**src/tlf_pkg.sv**
```systemverilog
package tlf_pkg;

	// Character and register widths
	localparam int CHAR_W  = 8;
	localparam int LIMIT_W = 12;

	// Blank codes
	localparam logic [CHAR_W-1:0] CHAR_SPACE   = 8'd32;
	localparam logic [CHAR_W-1:0] CHAR_TAB     = 8'd9;
	localparam logic [CHAR_W-1:0] CHAR_NEWLINE = 8'd10;
	localparam logic [CHAR_W-1:0] CHAR_NUL     = 8'd0;

	localparam logic [LIMIT_W-1:0] LIMIT_RESET = 12'd40;

	// Held blank buffer: at most HOLD_DEPTH-1 entries are ever in use
	localparam int HOLD_DEPTH = 64;
	localparam int HOLD_AW    = $clog2(HOLD_DEPTH);

	// Command queue between front and back
	localparam int QUEUE_DEPTH = 2;
	localparam int QUEUE_AW    = $clog2(QUEUE_DEPTH);
	localparam int QUEUE_CW    = $clog2(QUEUE_DEPTH + 1);

	// One command: optional leading newline or error, a flush of held
	// blanks, then an optional trailing character
	typedef struct packed {
		logic                first_en;
		logic                first_err;
		logic [HOLD_AW-1:0]  flush_cnt;
		logic                tail_en;
		logic [CHAR_W-1:0]   tail_char;
	} cmd_t;

	// Write into the held blank buffer
	typedef struct packed {
		logic               en;
		logic [HOLD_AW-1:0] addr;
		logic [CHAR_W-1:0]  data;
	} hold_wr_t;

	typedef enum logic [1:0] {
		B_IDLE,
		B_FIRST,
		B_FLUSH,
		B_TAIL
	} back_state_t;

endpackage

```
**src/text_line_folder.sv**
```systemverilog
// Throughput: one result per cycle while m_tready is high; an item that flushes n held blanks gives up to
// n+1 results, and input stalls until the back has read the held buffer out.
// A two-entry command queue parts the input side from the result side.
// Reset (arst_n low) clears column, held count, halt flag, queue and output;
// the line limit returns to 40. The held blank buffer is not cleared.
module text_line_folder (
	input  logic        clk,
	input  logic        arst_n,
	input  logic        s_tvalid,
	output logic        s_tready,
	input  logic [7:0]  s_tdata,     // in_char
	output logic        m_tvalid,
	input  logic        m_tready,
	output logic [7:0]  m_tdata,     // out_char
	output logic        m_tuser,     // overflow_error
	output logic        m_tlast,
	input  logic        cfg_wr_en,
	input  logic [11:0] cfg_wr_data  // line_limit
);
	import tlf_pkg::*;

	cmd_t     push_cmd;
	cmd_t     pop_cmd;
	hold_wr_t hold_wr;
	logic     cmd_push;
	logic     q_full;
	logic     q_empty;
	logic     q_pop;
	logic     flush_done;

	// Classify items
	tlf_front u_front (
		.clk         (clk),
		.arst_n      (arst_n),
		.s_tvalid    (s_tvalid),
		.s_tready    (s_tready),
		.s_tdata     (s_tdata),
		.cfg_wr_en   (cfg_wr_en),
		.cfg_wr_data (cfg_wr_data),
		.cmd         (push_cmd),
		.cmd_push    (cmd_push),
		.q_full      (q_full),
		.hold_wr     (hold_wr),
		.flush_done  (flush_done)
	);

	// Buffer commands
	tlf_queue u_queue (
		.clk      (clk),
		.arst_n   (arst_n),
		.push     (cmd_push),
		.push_cmd (push_cmd),
		.full     (q_full),
		.pop      (q_pop),
		.pop_cmd  (pop_cmd),
		.empty    (q_empty)
	);

	// Emit results
	tlf_back u_back (
		.clk        (clk),
		.arst_n     (arst_n),
		.q_cmd      (pop_cmd),
		.q_empty    (q_empty),
		.q_pop      (q_pop),
		.hold_wr    (hold_wr),
		.flush_done (flush_done),
		.m_tvalid   (m_tvalid),
		.m_tready   (m_tready),
		.m_tdata    (m_tdata),
		.m_tuser    (m_tuser),
		.m_tlast    (m_tlast)
	);

endmodule

```
**src/tlf_front.sv**
```systemverilog
module tlf_front (
	input  logic                      clk,
	input  logic                      arst_n,
	input  logic                      s_tvalid,
	output logic                      s_tready,
	input  logic [7:0]                s_tdata,    // in_char
	input  logic                      cfg_wr_en,
	input  logic [11:0]               cfg_wr_data, // line_limit
	output tlf_pkg::cmd_t             cmd,
	output logic                      cmd_push,
	input  logic                      q_full,
	output tlf_pkg::hold_wr_t         hold_wr,
	input  logic                      flush_done
);
	import tlf_pkg::*;

	logic [LIMIT_W-1:0] line_limit_q;
	logic [LIMIT_W-1:0] column_q, column_d, column_inc;
	logic [HOLD_AW-1:0] held_count_q, held_count_d;
	logic               halted_q, halted_d;
	logic               lock_q;
	logic               accept;
	logic               is_blank;

	// Stall while the queue is full or the back reads the held buffer
	assign s_tready = !q_full && !lock_q;
	assign accept   = s_tvalid && s_tready;
	assign is_blank = (s_tdata == CHAR_SPACE) || (s_tdata == CHAR_TAB) ||
	                  (s_tdata == CHAR_NEWLINE);

	// Saturating column advance
	assign column_inc = (column_q == '1) ? column_q : column_q + 1'b1;

	// Classify the item and build its command
	always_comb begin
		cmd          = '0;
		cmd_push     = 1'b0;
		hold_wr      = '0;
		column_d     = column_q;
		held_count_d = held_count_q;
		halted_d     = halted_q;
		if (accept && !halted_q) begin
			if (!is_blank) begin
				cmd.flush_cnt = held_count_q;
				cmd.tail_en   = 1'b1;
				cmd.tail_char = s_tdata;
				cmd_push      = 1'b1;
				held_count_d  = '0;
				column_d      = column_inc;
			end else if (column_q < line_limit_q) begin
				if (held_count_q != HOLD_AW'(HOLD_DEPTH - 1)) begin
					hold_wr.en   = 1'b1;
					hold_wr.addr = held_count_q;
					hold_wr.data = s_tdata;
					if (s_tdata == CHAR_NEWLINE) begin
						cmd.flush_cnt = held_count_q + 1'b1;
						cmd_push      = 1'b1;
						held_count_d  = '0;
						column_d      = '0;
					end else begin
						held_count_d = held_count_q + 1'b1;
						column_d     = column_inc;
					end
				end else begin
					cmd.first_en  = 1'b1;
					cmd.first_err = 1'b1;
					cmd_push      = 1'b1;
					halted_d      = 1'b1;
				end
			end else begin
				cmd.first_en  = 1'b1;
				cmd.flush_cnt = held_count_q;
				cmd_push      = 1'b1;
				held_count_d  = '0;
				column_d      = '0;
			end
		end
	end

	// Hold state and line limit
	always_ff @(posedge clk or negedge arst_n) begin
		if (!arst_n) begin
			line_limit_q <= LIMIT_RESET;
			column_q     <= '0;
			held_count_q <= '0;
			halted_q     <= 1'b0;
			lock_q       <= 1'b0;
		end else begin
			if (cfg_wr_en) begin
				line_limit_q <= cfg_wr_data;
			end
			column_q     <= column_d;
			held_count_q <= held_count_d;
			halted_q     <= halted_d;
			if (cmd_push && cmd.flush_cnt != '0) begin
				lock_q <= 1'b1;
			end else if (flush_done) begin
				lock_q <= 1'b0;
			end
		end
	end

endmodule

```
**src/tlf_queue.sv**
```systemverilog
module tlf_queue (
	input  logic          clk,
	input  logic          arst_n,
	input  logic          push,
	input  tlf_pkg::cmd_t push_cmd,
	output logic          full,
	input  logic          pop,
	output tlf_pkg::cmd_t pop_cmd,
	output logic          empty
);
	import tlf_pkg::*;

	cmd_t                entry_q [QUEUE_DEPTH];
	logic [QUEUE_AW-1:0] wr_ptr_q, rd_ptr_q;
	logic [QUEUE_CW-1:0] count_q;
	logic                do_push, do_pop;

	assign full    = (count_q == QUEUE_CW'(QUEUE_DEPTH));
	assign empty   = (count_q == '0);
	assign do_push = push && !full;
	assign do_pop  = pop && !empty;
	assign pop_cmd = entry_q[rd_ptr_q];

	// Store entries
	always_ff @(posedge clk) begin
		if (do_push) begin
			entry_q[wr_ptr_q] <= push_cmd;
		end
	end

	// Advance pointers and count
	always_ff @(posedge clk or negedge arst_n) begin
		if (!arst_n) begin
			wr_ptr_q <= '0;
			rd_ptr_q <= '0;
			count_q  <= '0;
		end else begin
			if (do_push) begin
				wr_ptr_q <= (wr_ptr_q == QUEUE_AW'(QUEUE_DEPTH - 1)) ? '0 : wr_ptr_q + 1'b1;
			end
			if (do_pop) begin
				rd_ptr_q <= (rd_ptr_q == QUEUE_AW'(QUEUE_DEPTH - 1)) ? '0 : rd_ptr_q + 1'b1;
			end
			if (do_push && !do_pop) begin
				count_q <= count_q + 1'b1;
			end else if (do_pop && !do_push) begin
				count_q <= count_q - 1'b1;
			end
		end
	end

endmodule

```
**src/tlf_back.sv**
```systemverilog
module tlf_back (
	input  logic              clk,
	input  logic              arst_n,
	input  tlf_pkg::cmd_t     q_cmd,
	input  logic              q_empty,
	output logic              q_pop,
	input  tlf_pkg::hold_wr_t hold_wr,
	output logic              flush_done,
	output logic              m_tvalid,
	input  logic              m_tready,
	output logic [7:0]        m_tdata,    // out_char
	output logic              m_tuser,    // overflow_error
	output logic              m_tlast
);
	import tlf_pkg::*;

	back_state_t        state_q, state_d;
	cmd_t               cmd_q;
	logic [HOLD_AW-1:0] idx_q, idx_d;
	logic [CHAR_W-1:0]  hold_mem [HOLD_DEPTH];
	logic [CHAR_W-1:0]  rd_data_q;
	logic               out_valid_q;
	logic [CHAR_W-1:0]  out_char_q;
	logic               out_err_q;
	logic               out_last_q;
	logic               emit;
	logic               done;
	logic               load;
	logic               flush_end;
	logic [CHAR_W-1:0]  res_char;
	logic               res_err;
	logic               res_last;

	assign emit      = (state_q != B_IDLE) && (!out_valid_q || m_tready);
	assign flush_end = (idx_q == HOLD_AW'(cmd_q.flush_cnt - 1'b1));

	// Pick the result of the current step
	always_comb begin
		res_char = CHAR_NUL;
		res_err  = 1'b0;
		res_last = 1'b0;
		case (state_q)
			B_FIRST: begin
				res_char = cmd_q.first_err ? CHAR_NUL : CHAR_NEWLINE;
				res_err  = cmd_q.first_err;
				res_last = (cmd_q.flush_cnt == '0) && !cmd_q.tail_en;
			end
			B_FLUSH: begin
				res_char = rd_data_q;
				res_last = flush_end && !cmd_q.tail_en;
			end
			B_TAIL: begin
				res_char = cmd_q.tail_char;
				res_last = 1'b1;
			end
			default: begin
				res_char = CHAR_NUL;
			end
		endcase
	end

	assign done       = emit && res_last;
	assign load       = ((state_q == B_IDLE) || done) && !q_empty;
	assign q_pop      = load;
	assign flush_done = done && (cmd_q.flush_cnt != '0);

	// Sequence the steps of a command
	always_comb begin
		state_d = state_q;
		idx_d   = idx_q;
		if (load) begin
			idx_d = '0;
			if (q_cmd.first_en) begin
				state_d = B_FIRST;
			end else if (q_cmd.flush_cnt != '0) begin
				state_d = B_FLUSH;
			end else begin
				state_d = B_TAIL;
			end
		end else if (done) begin
			state_d = B_IDLE;
		end else if (emit) begin
			case (state_q)
				B_FIRST: begin
					state_d = (cmd_q.flush_cnt != '0) ? B_FLUSH : B_TAIL;
				end
				B_FLUSH: begin
					if (flush_end) begin
						state_d = B_TAIL;
					end else begin
						idx_d = idx_q + 1'b1;
					end
				end
				default: begin
					state_d = B_IDLE;
				end
			endcase
		end
	end

	// Held blank buffer, read one entry ahead
	always_ff @(posedge clk) begin
		if (hold_wr.en) begin
			hold_mem[hold_wr.addr] <= hold_wr.data;
		end
		rd_data_q <= hold_mem[idx_d];
	end

	// Load the command and the result payload
	always_ff @(posedge clk) begin
		if (load) begin
			cmd_q <= q_cmd;
		end
		if (emit) begin
			out_char_q <= res_char;
			out_err_q  <= res_err;
			out_last_q <= res_last;
		end
	end

	// Control state and output valid
	always_ff @(posedge clk or negedge arst_n) begin
		if (!arst_n) begin
			state_q     <= B_IDLE;
			idx_q       <= '0;
			out_valid_q <= 1'b0;
		end else begin
			state_q <= state_d;
			idx_q   <= idx_d;
			if (emit) begin
				out_valid_q <= 1'b1;
			end else if (m_tready) begin
				out_valid_q <= 1'b0;
			end
		end
	end

	assign m_tvalid = out_valid_q;
	assign m_tdata  = out_char_q;
	assign m_tuser  = out_err_q;
	assign m_tlast  = out_last_q;

endmodule
```
**config.mk**
```make
export PLATFORM = sky130hd
export DESIGN_NAME = text_line_folder
export DESIGN_NICKNAME = d
export VERILOG_FILES = /design/src/tlf_pkg.sv /design/src/text_line_folder.sv /design/src/tlf_front.sv /design/src/tlf_queue.sv /design/src/tlf_back.sv
export SDC_FILE = /design/constraint.sdc
export NUM_CORES = 1
export LEC_CHECK = 0
export ABC_AREA = 1
export BUFFER_PORTS_ARGS = -buffer_cell sky130_fd_sc_hd__buf_2
export CORE_ASPECT_RATIO = 0.5
export CORE_MARGIN = 2
export CORE_UTILIZATION = 30
export DETAILED_ROUTE_END_ITERATION = 8
export HOLD_SLACK_MARGIN = 0.03
export PLACE_DENSITY = 0.48
export SLEW_MARGIN = 0
export SYNTH_ARGS = -nofsm -noshare
export SYNTH_HDL_FRONTEND = slang
export SYNTH_SLANG_ARGS = --single-unit
```
**constraint.sdc**
```tcl
create_clock -name clk -period 4.8 [get_ports clk]
set_clock_uncertainty 0.05 [all_clocks]
set_input_delay 0.96 -clock clk [delete_from_list [all_inputs] [get_ports clk]]
set_output_delay 0.96 -clock clk [all_outputs]
set_load 0.01 [all_outputs]
```
==> results.cfg <==
[placed_design]
port_buffers = 36
place_area_um2 = 30800
dpl.hpwl_um = 47300
dp.cells = 4228
routabilityCongestion = 0.805

[flow_run]
drv_cap = 0

[worst_hold_path]
hold_path.class = flop to flop
worstHoldStart = u_queue.count_q[0]
min_to = u_queue.count_q[0]
holdPathStages = 1

[power]
power.leakage_nw = 13.5
totalPowerFinal_mw = 15.1
ir_drop_uv = 565
power.density_nw_per_um2 = 459

[yosys]
yosysWarnings = 0
yosys.area.top_type = edfxtp_1
ys_ff_latch = 625
syn-instance-count = 2745
yosys.cell_types.count = 48
synth-edff-count = 572
synth_top_area_share_pct = 61.3
ys.flop_type = edfxtp_1
ys_top_cells_by_area = edfxtp_1 (61%), nand3_1 (8.3%), nand2_1 (7.1%)
syn_avg_cell_area_um2 = 10.2
async_flop_share_pct = 7.20
ys_seq_area_share_pct = 65.9
netlist_area_um2 = 28000

[global_route]
grt_overflow_total = 0
grt_pass1_vias = 18200
grt_antenna_before_repair = 1
track_usage_pct = 15.8
grt_pass1_wl_um = 114000
grt_max_degree = 153

[detailed_routing]
ant_nets = 0
drt-vias-per-instance = 4.40
dr.first_iter.drc_count = 1691
dr_total_vias = 19100
drc = 0
drt_pass1_iterations = 5
routed_wl_um = 75600
wl_per_cell_um = 17.4

[timing]
tightest_slew_ns = 1.02
slew_viol_final = 0
period_needed_ns = 3.92
timing.fmax_ghz = 0.255
setup_viol = 0
maxSlewHeadroom_pct = 31.8
rsz0062_at_grt = no
finalCritPeriodShare_pct = 81.6
hold_violations = 0
finalSetupTns_ns = 0

[critical_path]
start_kind = flop
worstPathCellList = inv_1 -> ha_1 -> inv_1 -> nand2_1 -> clkinv_1 -> nand3_2 -> nand2_1 -> nand2_8 -> nand3_4 -> inv_4 -> buf_12 -> nand2_1 -> nand2_1 -> nand3_1 -> nand3_1 -> nand3_1 -> nand3_1 -> nand2_1
startpoint = u_back.state_q[0]
r2r_start = u_back.state_q[0]
critPathMostFrequentCell = nand2_1
worstPathArrival_ns = 4.36
slowest_stage = ha_1
cpPeakStageDelay_ns = 0.45
crit_fanout = 47
worstPathRequired_ns = 5.24
reg2reg_setup_slack_ns = 0.88
r2r_end = u_back.rd_data_q[0]
path_buf_inv = 5
endpoint_kind = flop
critPathKind = flop to flop
reg2regPathDepth = 18
cpLargestDelayFamily = simple AND/OR/NAND/NOR gates

[clock_network]
cts_tree = done
cts_buffer_depth = 3
clock-root-buffer = clkbuf_16
worstSkewPairLatency_ns = 0.62
path_clk_slew_ns = 0.06
cts_resized = 0
cts_sinks = 625
htreeDepth = 3
cts_made_buffers = 66
hold_buffers = 0
postCtsSetupBuffers = 0

[layout]
layout-drive-gt1-share_pct = 7.64
stdcell_count = 4346
fin_area_um2 = 32800
nNetsFinal = 3087
layout_commonest_cell = edfxtp_1
final_cell_mix = edfxtp_1 (572), nand2_1 (529), nand3_1 (463)
n_fill_cell = 9476
areaGrowthSynthToFinish_pct = 17.2

[die]
ioPinCount = 37
dieWidth_um = 436
row_count = 79
die_y_um = 220
die-area_um2 = 96000
core-area_um2 = 92700
initial_utilization_pct = 30.2

[status]
outcome = completed
## worst max-delay path by stage
| stage | to | slack, ns | cells after the start |
|---|---|---|---|
| final | u_back.rd_data_q[0] | 0.88 | 18 |
| after global routing | u_back.rd_data_q[3] | 0.52 | 18 |
| after CTS | u_back.rd_data_q[5] | 0.90 | 18 |
| after detailed placement | u_back.hold_mem[2][5] | 0.71 | 14 |
| after global placement | u_back.hold_mem[2][4] | 0.62 | 13 |
| after floorplan | u_back.hold_mem[0][0] | 0.76 | 11 |
## registers in the layout (all words and copies together) (netlist names), 6 cells and up
register / count
u_back.hold_mem: 512
u_front.line_limit_q: 12
u_back.idx_q: 6
u_front.column_q: 12
u_queue.entry_q: 34
u_front.held_count_q: 6
u_back.cmd_q: 16
u_back.m_tdata: 8
u_back.rd_data_q: 8
## cells in the mapped netlist (8+ instances only)
cell,count
edfxtp_1,572
nand2_1,530
nand3_1,463
inv_1,405
nor2_1,328
buf_2,70
nand3b_1,48
o21ai_0,44
dfrtp_1,43
clkbuf_1,32
or2_2,25
a21oi_1,24
ha_1,21
nand4_1,20
buf_4,19
or2_1,16
nor3_1,9
dfxtp_1,8
xor2_1,8
## where the power goes
| part | internal, mW | switching, mW |
|---|---|---|
| logic | 0.994 | 2.83 |
| registers | 6.14 | 0.137 |
| clock network | 2.86 | 2.12 |
## area by class of cell
cell class / count / area [um^2] / area share, %
sequential: 625 / 18500 / 56.3
multi-input combinational: 1835 / 8350 / 25.5
clock buffer: 94 / 1860 / 5.67
tap: 1255 / 1570 / 4.78
inverter: 411 / 1550 / 4.71
timing repair buffer: 102 / 838 / 2.55
clock inverter: 23 / 184 / 0.560
antenna: 1 / 2.50 / 0.00762
## routing by layer
layer  GRT usage (%)  wire length (um)  vias up  share of wire [%]
met5               0                 0        -                  0
met4            4.90              1940        0                2.6
met3            2.97              4050      100                5.4
met2            24.3             33500      419                 44
met1            22.5             36100     9203                 48
li1                -                 -     9388                  -
## stage by stage
stage / hold slack [ns] / worst slack, ns / utilization (%)
finish: 0.420 / 0.882 / 35.4
global route: 0.448 / 0.521 / 35.4
CTS: 0.408 / 0.895 / 35.4
detailed placement: 0.415 / 0.709 / 33.2
global placement: 0.408 / 0.622 / 33.2
floorplan: 0.389 / 0.762 / -
## cell families after synthesis
logic type | synth area share, %
AND/OR/NAND/NOR | 23.2
flip-flops | 65.9
buffers and inverters | 7.88
AO/OA/AOI/OAI | 1.66
adder cells (fa/ha/maj) | 0.938
XOR/XNOR | 0.313
multiplexers | 0.0759
other | 0.0134
No activity file was read; power rests on OpenSTA's default activity.
